[config.mk]
export PLATFORM = sky130hd
export DESIGN_NAME = two_priority_nonpreemptive_scheduler_core
export DESIGN_NICKNAME = d
export VERILOG_FILES = /design/src/rtl/core/tpns_pkg.sv /design/src/rtl/core/tpns_queue.sv /design/src/rtl/core/tpns_server.sv /design/src/rtl/core/tpns_stats.sv /design/src/rtl/core/two_priority_nonpreemptive_scheduler_core.sv
export VERILOG_INCLUDE_DIRS = /design/src /design/src/rtl/core
export SDC_FILE = /design/constraint.sdc
export NUM_CORES = 2
export LEC_CHECK = 0
export BUFFER_PORTS_ARGS = -buffer_cell sky130_fd_sc_hd__buf_2
export CORE_MARGIN = 5
export CORE_UTILIZATION = 29
export CTS_BUF_LIST = sky130_fd_sc_hd__clkbuf_16
export DETAILED_ROUTE_END_ITERATION = 8
export GPL_TIMING_DRIVEN = 1
export PLACE_DENSITY = 0.46
export SYNTH_ARGS = -nofsm -noshare
export SYNTH_HDL_FRONTEND = slang
export SYNTH_SLANG_ARGS = --single-unit
[constraint.sdc]
create_clock -name clk -period 19.6 [get_ports clk]
set_input_delay 3.92 -clock clk [delete_from_list [all_inputs] [get_ports clk]]
set_output_delay 3.92 -clock clk [all_outputs]
set_load 0.01 [all_outputs]
[src/rtl/core/assert_macros.svh]
// Assertion macros shared by the scheduler RTL
`ifndef ASSERT_MACROS_SVH
`define ASSERT_MACROS_SVH
`ifndef SYNTHESIS
// Same-cycle implication under asynchronous active-low reset
`define ASSERT_IMPLY(label, clk, rst_n, ante, cons) \
	label: assert property (@(posedge clk) disable iff (!rst_n) (ante) |-> (cons)) \
		else $error("implication check failed");
// Next-cycle implication under asynchronous active-low reset
`define ASSERT_NEXT(label, clk, rst_n, ante, cons) \
	label: assert property (@(posedge clk) disable iff (!rst_n) (ante) |=> (cons)) \
		else $error("next-cycle check failed");
`else
`define ASSERT_IMPLY(label, clk, rst_n, ante, cons)
`define ASSERT_NEXT(label, clk, rst_n, ante, cons)
`endif
`endif

[src/rtl/core/tpns_pkg.sv]
// Types, constants and helpers of the two-class priority scheduler
package tpns_pkg;

	localparam int QUEUE_DEPTH_DEF      = 16;
	localparam int TICKS_PER_SECOND_DEF = 10;
	localparam int QUEUE_DEPTH_MAX      = 1024;
	localparam int SVC_W                = 8;
	localparam int STAMP_W              = 32;
	localparam int CNT_W                = $clog2(QUEUE_DEPTH_MAX + 1);

	// Class codes
	localparam logic CLASS_HIGH = 1'b0;
	localparam logic CLASS_LOW  = 1'b1;

	typedef struct packed {
		logic             arrival_valid;
		logic             arrival_priority;
		logic [SVC_W-1:0] arrival_service_seconds;
	} in_t;

	typedef struct packed {
		logic        job_done;
		logic        done_priority;
		logic [31:0] done_wait_ticks;
		logic [31:0] wait_total_high;
		logic [31:0] wait_total_low;
		logic [31:0] done_count_high;
		logic [31:0] done_count_low;
		logic [31:0] length_total;
		logic [31:0] arrival_count;
		logic [31:0] service_total_seconds;
		logic [31:0] elapsed_ticks;
		logic        dropped;
	} out_t;

	typedef struct packed {
		logic [STAMP_W-1:0] stamp;
		logic [SVC_W-1:0]   service;
	} q_entry_t;

	typedef struct packed {
		logic     push;
		logic     pop;
		q_entry_t entry;
	} q_ctl_t;

	// Queue view after this tick's arrival is taken in
	typedef struct packed {
		logic             full;
		logic             nonempty;
		logic [CNT_W-1:0] count;
		q_entry_t         head;
	} q_stat_t;

	typedef struct packed {
		logic pop_high;
		logic pop_low;
	} srv_pop_t;

	typedef struct packed {
		logic        job_done;
		logic        done_priority;
		logic [31:0] done_wait_ticks;
	} srv_res_t;

	typedef struct packed {
		logic [31:0] wait_total_high;
		logic [31:0] wait_total_low;
		logic [31:0] done_count_high;
		logic [31:0] done_count_low;
		logic [31:0] length_total;
		logic [31:0] arrival_count;
		logic [31:0] service_total_seconds;
		logic [31:0] elapsed_ticks;
	} stats_t;

	function automatic logic [31:0] sat_add(input logic [31:0] a, input logic [31:0] b);
		logic [32:0] s;
		s = {1'b0, a} + {1'b0, b};
		return s[32] ? 32'hFFFF_FFFF : s[31:0];
	endfunction

endpackage

[src/rtl/core/tpns_queue.sv]
// Per-class job FIFO with a registered head entry and same-tick bypass
module tpns_queue #(
	parameter int DEPTH = tpns_pkg::QUEUE_DEPTH_DEF
) (
	input  logic              clk,
	input  logic              arst_n,
	input  tpns_pkg::q_ctl_t  ctl,
	output tpns_pkg::q_stat_t stat
);

	localparam int PTR_W = $clog2(DEPTH);
	localparam int CQ_W  = $clog2(DEPTH + 1);
	localparam int SUM_W = PTR_W + 1;

	tpns_pkg::q_entry_t mem [DEPTH];
	tpns_pkg::q_entry_t head_q;
	logic [PTR_W-1:0]   head_ptr_q;
	logic [CQ_W-1:0]    count_q;

	logic [SUM_W-1:0]   tail_sum;
	logic [PTR_W-1:0]   tail;
	logic [PTR_W-1:0]   head_inc;
	logic [PTR_W-1:0]   head_d;
	logic [CQ_W-1:0]    count_d;
	logic               empty_q;

	// Locate the tail and the next head
	always_comb begin
		tail_sum = SUM_W'(head_ptr_q) + SUM_W'(count_q);
		if (tail_sum >= SUM_W'(DEPTH)) begin
			tail = PTR_W'(tail_sum - SUM_W'(DEPTH));
		end else begin
			tail = PTR_W'(tail_sum);
		end
		head_inc = (head_ptr_q == PTR_W'(DEPTH - 1)) ? '0 : head_ptr_q + 1'b1;
		head_d   = ctl.pop ? head_inc : head_ptr_q;
		count_d  = count_q + CQ_W'(ctl.push) - CQ_W'(ctl.pop);
		empty_q  = (count_q == '0);
	end

	// Report the view after the arrival; an empty queue shows the arriving job
	always_comb begin
		stat.full     = (count_q == CQ_W'(DEPTH));
		stat.nonempty = !empty_q || ctl.push;
		stat.count    = tpns_pkg::CNT_W'(count_q + CQ_W'(ctl.push));
		stat.head     = empty_q ? ctl.entry : head_q;
	end

	// Advance pointers
	always_ff @(posedge clk or negedge arst_n) begin
		if (!arst_n) begin
			head_ptr_q <= '0;
			count_q    <= '0;
		end else begin
			head_ptr_q <= head_d;
			count_q    <= count_d;
		end
	end

	// Write the arriving job at the tail
	always_ff @(posedge clk) begin
		if (ctl.push) begin
			mem[tail] <= ctl.entry;
		end
	end

	// Register the next head entry, forwarding a same-tick write
	always_ff @(posedge clk) begin
		if (ctl.push && (tail == head_d)) begin
			head_q <= ctl.entry;
		end else begin
			head_q <= mem[head_d];
		end
	end

endmodule

[src/rtl/core/tpns_server.sv]
// Nonpreemptive server: class selection, service countdown and wait capture
module tpns_server #(
	parameter int TICKS_PER_SECOND = tpns_pkg::TICKS_PER_SECOND_DEF
) (
	input  logic               clk,
	input  logic               arst_n,
	input  logic               tick,
	input  logic [31:0]        now,
	input  tpns_pkg::q_stat_t  hi,
	input  tpns_pkg::q_stat_t  lo,
	output tpns_pkg::srv_pop_t pop,
	output tpns_pkg::srv_res_t res
);

	localparam int REM_W = $clog2((2**tpns_pkg::SVC_W - 1) * TICKS_PER_SECOND + 1);

	logic [REM_W-1:0]   rem_q;
	logic [31:0]        wait_q;
	logic               head_started_q;
	logic               serving_low_q;

	logic               sel_high;
	logic               sel_low;
	logic               serving;
	tpns_pkg::q_entry_t head;
	logic [REM_W-1:0]   load;
	logic [REM_W-1:0]   rem_cur;
	logic [REM_W-1:0]   rem_new;
	logic [31:0]        wait_cur;
	logic               done;

	// Pick the class and count down the head job
	always_comb begin
		sel_high = hi.nonempty && !serving_low_q;
		sel_low  = !sel_high && lo.nonempty;
		serving  = tick && (sel_high || sel_low);
		head     = sel_high ? hi.head : lo.head;
		load     = REM_W'(head.service) * REM_W'(TICKS_PER_SECOND);
		if (head_started_q) begin
			rem_cur  = rem_q;
			wait_cur = wait_q;
		end else begin
			rem_cur  = (load == '0) ? REM_W'(1) : load;
			wait_cur = now - head.stamp;
		end
		rem_new = rem_cur - 1'b1;
		done    = serving && (rem_new == '0);
	end

	// Drive pops and the completion record
	always_comb begin
		pop.pop_high        = done && sel_high;
		pop.pop_low         = done && sel_low;
		res.job_done        = done;
		res.done_priority   = done ? (sel_low ? tpns_pkg::CLASS_LOW : tpns_pkg::CLASS_HIGH)
		                           : tpns_pkg::CLASS_HIGH;
		res.done_wait_ticks = done ? wait_cur : '0;
	end

	// Hold service state across ticks
	always_ff @(posedge clk or negedge arst_n) begin
		if (!arst_n) begin
			rem_q          <= '0;
			wait_q         <= '0;
			head_started_q <= 1'b0;
			serving_low_q  <= 1'b0;
		end else if (serving) begin
			rem_q <= rem_new;
			if (done) begin
				head_started_q <= 1'b0;
				serving_low_q  <= 1'b0;
			end else begin
				head_started_q <= 1'b1;
				wait_q         <= wait_cur;
				if (sel_low) begin
					serving_low_q <= 1'b1;
				end
			end
		end
	end

endmodule

[src/rtl/core/tpns_stats.sv]
// Saturating statistics counters and the tick counter
module tpns_stats (
	input  logic                      clk,
	input  logic                      arst_n,
	input  logic                      tick,
	input  logic                      accepted,
	input  logic [tpns_pkg::SVC_W-1:0] service,
	input  logic [tpns_pkg::CNT_W:0]   len_sum,
	input  tpns_pkg::srv_res_t        res,
	output tpns_pkg::stats_t          stats
);

	tpns_pkg::stats_t stats_q;

	assign stats = stats_q;

	// Accumulate totals once per tick
	always_ff @(posedge clk or negedge arst_n) begin
		if (!arst_n) begin
			stats_q <= '0;
		end else if (tick) begin
			stats_q.elapsed_ticks <= stats_q.elapsed_ticks + 32'd1;
			if (accepted) begin
				stats_q.arrival_count <= tpns_pkg::sat_add(stats_q.arrival_count, 32'd1);
				stats_q.service_total_seconds <=
					tpns_pkg::sat_add(stats_q.service_total_seconds, 32'(service));
				stats_q.length_total <= tpns_pkg::sat_add(stats_q.length_total, 32'(len_sum));
			end
			if (res.job_done) begin
				if (res.done_priority == tpns_pkg::CLASS_LOW) begin
					stats_q.wait_total_low <=
						tpns_pkg::sat_add(stats_q.wait_total_low, res.done_wait_ticks);
					stats_q.done_count_low <=
						tpns_pkg::sat_add(stats_q.done_count_low, 32'd1);
				end else begin
					stats_q.wait_total_high <=
						tpns_pkg::sat_add(stats_q.wait_total_high, res.done_wait_ticks);
					stats_q.done_count_high <=
						tpns_pkg::sat_add(stats_q.done_count_high, 32'd1);
				end
			end
		end
	end

endmodule

[src/rtl/core/two_priority_nonpreemptive_scheduler_core.sv]
// The transfer of an accepted tick is registered into valid_s1 and item_s1, then the result fields
// and the counters are registered; the result is on the ports for one cycle.
// Throughput: one tick per cycle; busy never rises, each tick is one register-to-register pass
// over the queue heads, the service countdown and the counters.
// Reset: asynchronous, active low; clears queue pointers, service state and all totals.
// Queue storage needs no clearing; the result strobe cannot be stalled by the receiver.
`include "assert_macros.svh"
module two_priority_nonpreemptive_scheduler_core #(
	parameter int QUEUE_DEPTH      = tpns_pkg::QUEUE_DEPTH_DEF,
	parameter int TICKS_PER_SECOND = tpns_pkg::TICKS_PER_SECOND_DEF
) (
	input  logic          clk,
	input  logic          arst_n,
	input  logic          start,
	output logic          busy,
	input  tpns_pkg::in_t item,
	output logic          result_valid,
	output tpns_pkg::out_t result
);

	logic               valid_s1;
	tpns_pkg::in_t      item_s1;

	tpns_pkg::q_ctl_t   hi_ctl;
	tpns_pkg::q_ctl_t   lo_ctl;
	tpns_pkg::q_stat_t  hi_stat;
	tpns_pkg::q_stat_t  lo_stat;
	tpns_pkg::srv_pop_t pop;
	tpns_pkg::srv_res_t res;
	tpns_pkg::stats_t   stats;

	logic               arrive;
	logic               to_low;
	logic               drop;
	logic               accepted;
	logic [tpns_pkg::CNT_W:0] len_sum;

	logic               strobe_q;
	logic               job_done_q;
	logic               done_prio_q;
	logic [31:0]        done_wait_q;
	logic               dropped_q;

	assign busy = 1'b0;

	// Capture the transfer
	always_ff @(posedge clk or negedge arst_n) begin
		if (!arst_n) begin
			valid_s1 <= 1'b0;
		end else begin
			valid_s1 <= start && !busy;
		end
	end

	always_ff @(posedge clk) begin
		if (start && !busy) begin
			item_s1 <= item;
		end
	end

	// Route the arrival to its class, drop it when that queue is full
	always_comb begin
		arrive   = valid_s1 && item_s1.arrival_valid;
		to_low   = (item_s1.arrival_priority == tpns_pkg::CLASS_LOW);
		drop     = arrive && (to_low ? lo_stat.full : hi_stat.full);
		accepted = arrive && !drop;

		hi_ctl.push          = accepted && !to_low;
		hi_ctl.pop           = pop.pop_high;
		hi_ctl.entry.stamp   = stats.elapsed_ticks;
		hi_ctl.entry.service = item_s1.arrival_service_seconds;
		lo_ctl.push          = accepted && to_low;
		lo_ctl.pop           = pop.pop_low;
		lo_ctl.entry.stamp   = stats.elapsed_ticks;
		lo_ctl.entry.service = item_s1.arrival_service_seconds;

		len_sum = (tpns_pkg::CNT_W + 1)'(hi_stat.count) + (tpns_pkg::CNT_W + 1)'(lo_stat.count);
	end

	tpns_queue #(.DEPTH(QUEUE_DEPTH)) u_high_queue (
		.clk   (clk),
		.arst_n(arst_n),
		.ctl   (hi_ctl),
		.stat  (hi_stat)
	);

	tpns_queue #(.DEPTH(QUEUE_DEPTH)) u_low_queue (
		.clk   (clk),
		.arst_n(arst_n),
		.ctl   (lo_ctl),
		.stat  (lo_stat)
	);

	tpns_server #(.TICKS_PER_SECOND(TICKS_PER_SECOND)) u_server (
		.clk   (clk),
		.arst_n(arst_n),
		.tick  (valid_s1),
		.now   (stats.elapsed_ticks),
		.hi    (hi_stat),
		.lo    (lo_stat),
		.pop   (pop),
		.res   (res)
	);

	tpns_stats u_stats (
		.clk     (clk),
		.arst_n  (arst_n),
		.tick    (valid_s1),
		.accepted(accepted),
		.service (item_s1.arrival_service_seconds),
		.len_sum (len_sum),
		.res     (res),
		.stats   (stats)
	);

	// Register the per-tick result fields
	always_ff @(posedge clk or negedge arst_n) begin
		if (!arst_n) begin
			strobe_q   <= 1'b0;
			job_done_q <= 1'b0;
		end else begin
			strobe_q   <= valid_s1;
			job_done_q <= valid_s1 && res.job_done;
		end
	end

	always_ff @(posedge clk) begin
		if (valid_s1) begin
			done_prio_q <= res.done_priority;
			done_wait_q <= res.done_wait_ticks;
			dropped_q   <= drop;
		end
	end

	// Assemble the result transfer
	always_comb begin
		result_valid                 = strobe_q;
		result.job_done              = job_done_q;
		result.done_priority         = done_prio_q;
		result.done_wait_ticks       = done_wait_q;
		result.wait_total_high       = stats.wait_total_high;
		result.wait_total_low        = stats.wait_total_low;
		result.done_count_high       = stats.done_count_high;
		result.done_count_low        = stats.done_count_low;
		result.length_total          = stats.length_total;
		result.arrival_count         = stats.arrival_count;
		result.service_total_seconds = stats.service_total_seconds;
		result.elapsed_ticks         = stats.elapsed_ticks;
		result.dropped               = dropped_q;
	end

	`ASSERT_IMPLY(a_one_pop, clk, arst_n, pop.pop_high, !pop.pop_low)
	`ASSERT_IMPLY(a_done_strobed, clk, arst_n, !result_valid, !result.job_done)
	`ASSERT_IMPLY(a_drop_no_count, clk, arst_n, result_valid && result.dropped, $stable(result.arrival_count))
	`ASSERT_NEXT(a_tick_strobe, clk, arst_n, valid_s1, result_valid)

endmodule

* Word level (Yosys, flattened, before mapping) *
Memories as Yosys holds them, arrays and structs flattened. A register that Yosys moved wholly into a read port is not among the register bits.
Cells that the tools add are included.

word-level totals
  register bits after elaboration = 367
  bits in writable memories = 1280
  input bits = 13
  memories = 2

memories
  name              words  width  rd ports  clocked after memory_dff  wr ports  line              RTL
  u_high_queue.mem  16     40     1         1                         1         tpns_queue.sv:15  tpns_pkg::q_entry_t mem [DEPTH];
  u_low_queue.mem   16     40     1         1                         1         tpns_queue.sv:15

operators by class
  $add $sub $neg = 23
  $mul = 1
  order comparisons = 2
  equality and inequality tests = 4
  mux-type cells = 30
  bitwise logic cells = 2
  reduce and logical (&&, ||, !) cells = 31

operators by type and width
  operator                                                              number
  32-bit 2-to-1 mux                                                     9
  40-bit 2-to-1 mux                                                     3
  32-bit by 1-bit adder with 33-bit output, second input constant       3
  32-bit by 32-bit adder with 33-bit output                             2
  32-bit by 12-bit adder with 33-bit output                             1
  32-bit by 8-bit adder with 33-bit output                              1
  32-bit by 1-bit adder with 32-bit output, second input constant       1
  32-bit subtractor                                                     1
  12-bit logical NOT                                                    2
  12-bit 2-to-1 mux                                                     2
  4-bit 2-to-1 mux                                                      6
  11-bit by 11-bit adder with 12-bit output                             1
  5-bit by 1-bit adder with 6-bit output                                2
  1-bit logical AND                                                     12
  12-bit by 1-bit subtractor with 12-bit output, second input constant  1
  8-bit by 3-bit multiplier with 11-bit output, second input constant   1
  4-bit by 5-bit adder with 5-bit output                                2
  5-bit by 1-bit adder with 5-bit output                                2
  5-bit == test, second input constant                                  2
  5-bit greater-or-equal comparator, second input constant              2
  5-bit logical NOT                                                     2
  1-bit 2-to-1 mux                                                      10
  5-bit by 1-bit subtractor with 5-bit output                           2
  4-bit by 1-bit adder with 4-bit output, second input constant         2
  other kinds (8)                                                       21

* Depth between registers and ports, before layout *
  word-level depth = 19
  gate-level depth with buffers = 40
  depth with buffers taken out = 36

* By module *
Synthesis repeated with hierarchy kept, for this count alone.

unflattened totals
  cells, all modules = 5101
  area, all modules = 74431.4 sq um

modules (own cells, without submodules)
  module                                     instances  cells each  area each (sq um)  sequential area each (sq um)
  tpns_queue                                 2          1328        25813.5            19523.7
  tpns_stats                                 1          1646        15262.1            6406.1
  tpns_server                                1          672         5540.3             1151.1
  two_priority_nonpreemptive_scheduler_core  1          127         2001.9             1396.3

* Worst setup path after synthesis *
OpenSTA, ideal clock, no wires.

  path kind = reg2reg
  start point = register (tool-made name)
  end point = register u_stats.stats_q (netlist bit u_stats.stats[254])
  data arrival time = 9454 ps
  setup slack = 10013 ps
  stages on the path, launching flop included = 38
  path buffers = 8
  clock period less this slack = 9587 ps
  cell sequence = dfxtp_1 -> buf_2 -> buf_6 -> clkbuf_1 -> buf_1 -> buf_1 -> mux4_2 -> mux4_2 -> o22ai_1 -> nor2_1 -> ha_1 -> ha_1 -> fa_1 -> a21o_1 -> a21oi_1 -> xnor2_1 -> o21ai_0 -> or3_1 -> [2 not listed] -> or2_1 -> buf_2 -> buf_1 -> nor2_1 -> ha_1 -> fa_1 -> a211oi_1 -> o21ai_0 -> nand4b_1 -> and2_1 -> a31oi_1 -> a31oi_1 -> o211ai_1 -> o22ai_1 -> o21ai_0 -> nor3b_2 -> clkbuf_1 -> a21oi_1

RTL lines
  what              line              RTL
  end: declaration  tpns_stats.sv:13  tpns_pkg::stats_t stats_q;

==> impl_metrics.toml <==
[outcome]
outcome = "finished, final reports clean"

[drt]
antenna_left = 0
drtIter0Drc = 3438
route.vias.total = 40920
vias_per_cell = 5.007
drc_errors = 0
wl_per_cell_um = 25.45
dr.pass1.iters = 7
wirelength_um = 208000

[synthesis]
synth_area_mm2 = 0.07163
ys_top_cells_by_count = "edfxtp_1, mux4_2, dfrtp_1"
yosysTopAreaCell = "edfxtp_1"
synth.avg_cell_area_um2 = 16.26
ys_types = 86
synthTopCellsByArea = "edfxtp_1, mux4_2, dfrtp_1"
synth_edf_count = 1324
ys_seq_area_frac = 0.6701
synth_top_area_share = 0.5550
synth_nets = 4591
yosysMostFrequentCell = "edfxtp_1"
synthCells = 4405
ys_warn_count = 0
synth_ff_type = "edfxtp_1"
async_flop_share = 0.1952
synth_seq_cells = 1655

[placement]
dp.cells = 7836
portBuffers = 304
place.gp.congestion = 0.8282
preCtsSetupSlack_ps = 8267
dp_hpwl_um = 124400

[pwr]
peakVddDrop_mv = 0.1035
netSwitchingFraction = 0.3071
intPower_w = 0.006692
switching_power_w = 0.002966
p_leak_nw = 30.09
power.density_mw_per_mm2 = 116.3
combPwrFrac = 0.222
p_seq_frac = 0.441
total_power_w = 0.009658
clkPwrFrac = 0.337

[clock_tree]
cts_root_buf = "clkbuf_16"
cts_max_level = 4
cts_buffer_depth = 3
numCtsBuffers = 180
hold_buffers = 0
cts_setup_buffers = 0
clock-sinks = 1655
clkTransAtPathRegs_ps = 60
ctsResizeCount = 0
cts_tree = "yes"
insertion_delay_ps = 840

[sta]
fin_setup_tns_ps = 0
finClkSkew_ps = 41.34
slew_violations = 0
postLayoutSetupSlackWorst_ps = 8411
rsz0062_at_grt = "no"
relSlewSlack = 0.2440
hold_viol = 0
max_freq_mhz = 89.37
finalCritPeriodShare = 0.5709
setup-violations-final = 0
fin_crit_ps = 11190
worst_pin_slew_ps = 1124

[worst_setup_path]
crit_fanout = 38
end_kind = "flip-flop"
startpoint_type = "flip-flop"
crit_required_ps = 20290
crit_arrival_ps = 11880
worst_path_largest_cell_delay_ps = 770
worstSetupPathType = "reg -> reg"
critical-path-slowest-cell = "o31ai_1"
worst_path_most_repeated_cell = "buf_4"

[hold_path]
hp-class = "reg -> reg"

[job]
drv_cap = 0

[grt]
antenna_found_initial = 4
grt_pass1_wl_um = 301200
grt_max_degree = 114
grt_pass1_vias = 41220
grt_usage = 0.1589
grt_overflow = 0

[die]
io_pins = 306
dieHeight_um = 507.0
rows = 182
initial_core_util = 0.2913
core-area_mm2 = 0.2459
dieWidth_um = 507.0
die_area_mm2 = 0.2570

[layout]
fin_nets = 4984
drive_gt1_frac = 0.2311
fin_cells = 8172
syn_to_final_growth_pct = 15.94
[layout by cell type, fill, tap and decap left out, types with 29 or more instances in the layout]
cell type / n
a21o_1: 51
a21oi_1: 247
a22o_1: 32
and3_1: 80
buf_2: 303
buf_4: 113
clkbuf_16: 180
clkinv_1: 50
dfrtp_1: 321
edfxtp_1: 1324
ha_1: 157
inv_1: 135
mux2_2: 29
mux2i_1: 41
mux4_2: 385
nand2_1: 298
nand3_1: 104
nand4_1: 59
nor2_1: 218
nor2_4: 34
o21ai_0: 111
xnor2_1: 126
xor2_1: 122
[sequential cells by signal (all words and copies together) (netlist names), 5 cells and up, named ones only]
name / flops
u_low_queue.count_q: 5
u_low_queue.mem: 640
u_stats.stats: 256
u_server.wait_q: 32
u_high_queue.mem: 640
u_high_queue.count_q: 5
u_server.rem_q: 12
done_wait_q: 32
hi_ctl: 8
[power by group through the flow]
stage / Clock [W] / Combinational (W) / Sequential (W)
floorplan: 0 / 0.00132 / 0.00434
global placement: 0 / 0.00216 / 0.00433
detailed placement: 0 / 0.00217 / 0.00434
CTS: 0.00335 / 0.00217 / 0.00427
global route: 0.00349 / 0.00235 / 0.00429
finish: 0.00325 / 0.00214 / 0.00426
[layout make-up]
class                      count  area (um2)
fill                       23580      162900
tap                         3220        4029
antenna                        1       2.502
timing repair buffer         417        2380
clock buffer                 180        4504
multi-input combinational   2450       22610
inverter                      94       352.8
sequential                  1655       48030
clock inverter               155        1146
[worst max-delay path, delay by kind of cell (launching register included)]
kind | cells | cell delay, ps
fa+ha+maj | 4 | 1330
simple gates | 7 | 1740
mux | 2 | 1110
compound gates | 14 | 3700
xor+xnor | 1 | 220
flops | 1 | 750
buf+inv | 4 | 2110
[kinds of logic (layout without fill, tap and decap cells)]
group / count (synthesis) / count (layout) / share of synthesized area
buffers and inverters: 300 / 846 / 0.01864
other: 1 / 2 / 0.00005235
adders and majority gates: 173 / 173 / 0.03190
xor gates and xnor gates: 248 / 248 / 0.03032
AOI/OAI and AO/OA: 614 / 614 / 0.05334
and+or+nand+nor: 956 / 956 / 0.06383
DFF: 1655 / 1655 / 0.6701
muxes: 458 / 458 / 0.1318
[final timing paths]
path	to	startpoint	depth (start not counted)	slack, ps
setup / recovery	u_stats.stats[229]	flip-flop	32	8410
hold / removal	u_stats.stats[31]	u_stats.stats[31]	1	480
setup reg to reg	u_stats.stats[229]	flip-flop	32	8410
hold reg to reg	u_stats.stats[31]	u_stats.stats[31]	1	480
max in group asynchronous	u_server.head_started_q	arst_n	4	13440
min in group asynchronous	u_stats.stats[126]	arst_n	1	3210
[per-stage QoR]
stage | instance area [um2] | hold slack (ps) | util
3_5_place_dp | 77400 | 468.2 | 0.3147
5_1_grt | 83050 | 502.9 | 0.3377
2_1_floorplan | 71630 | 444.6 | -
6_report | 83050 | 479.1 | 0.3377
4_1_cts | 83050 | 476.8 | 0.3377
3_3_place_gp | 77400 | 459.4 | 0.3147
[routing by layer]
metal	routed length (um)	global-route usage	vias up
met5	21	0	-
met4	5096	0.04238	4
met3	13250	0.03476	271
met2	94760	0.2479	1147
met1	94820	0.2248	21510
li1	-	-	17990
No activity file was read; power rests on OpenSTA's default activity.
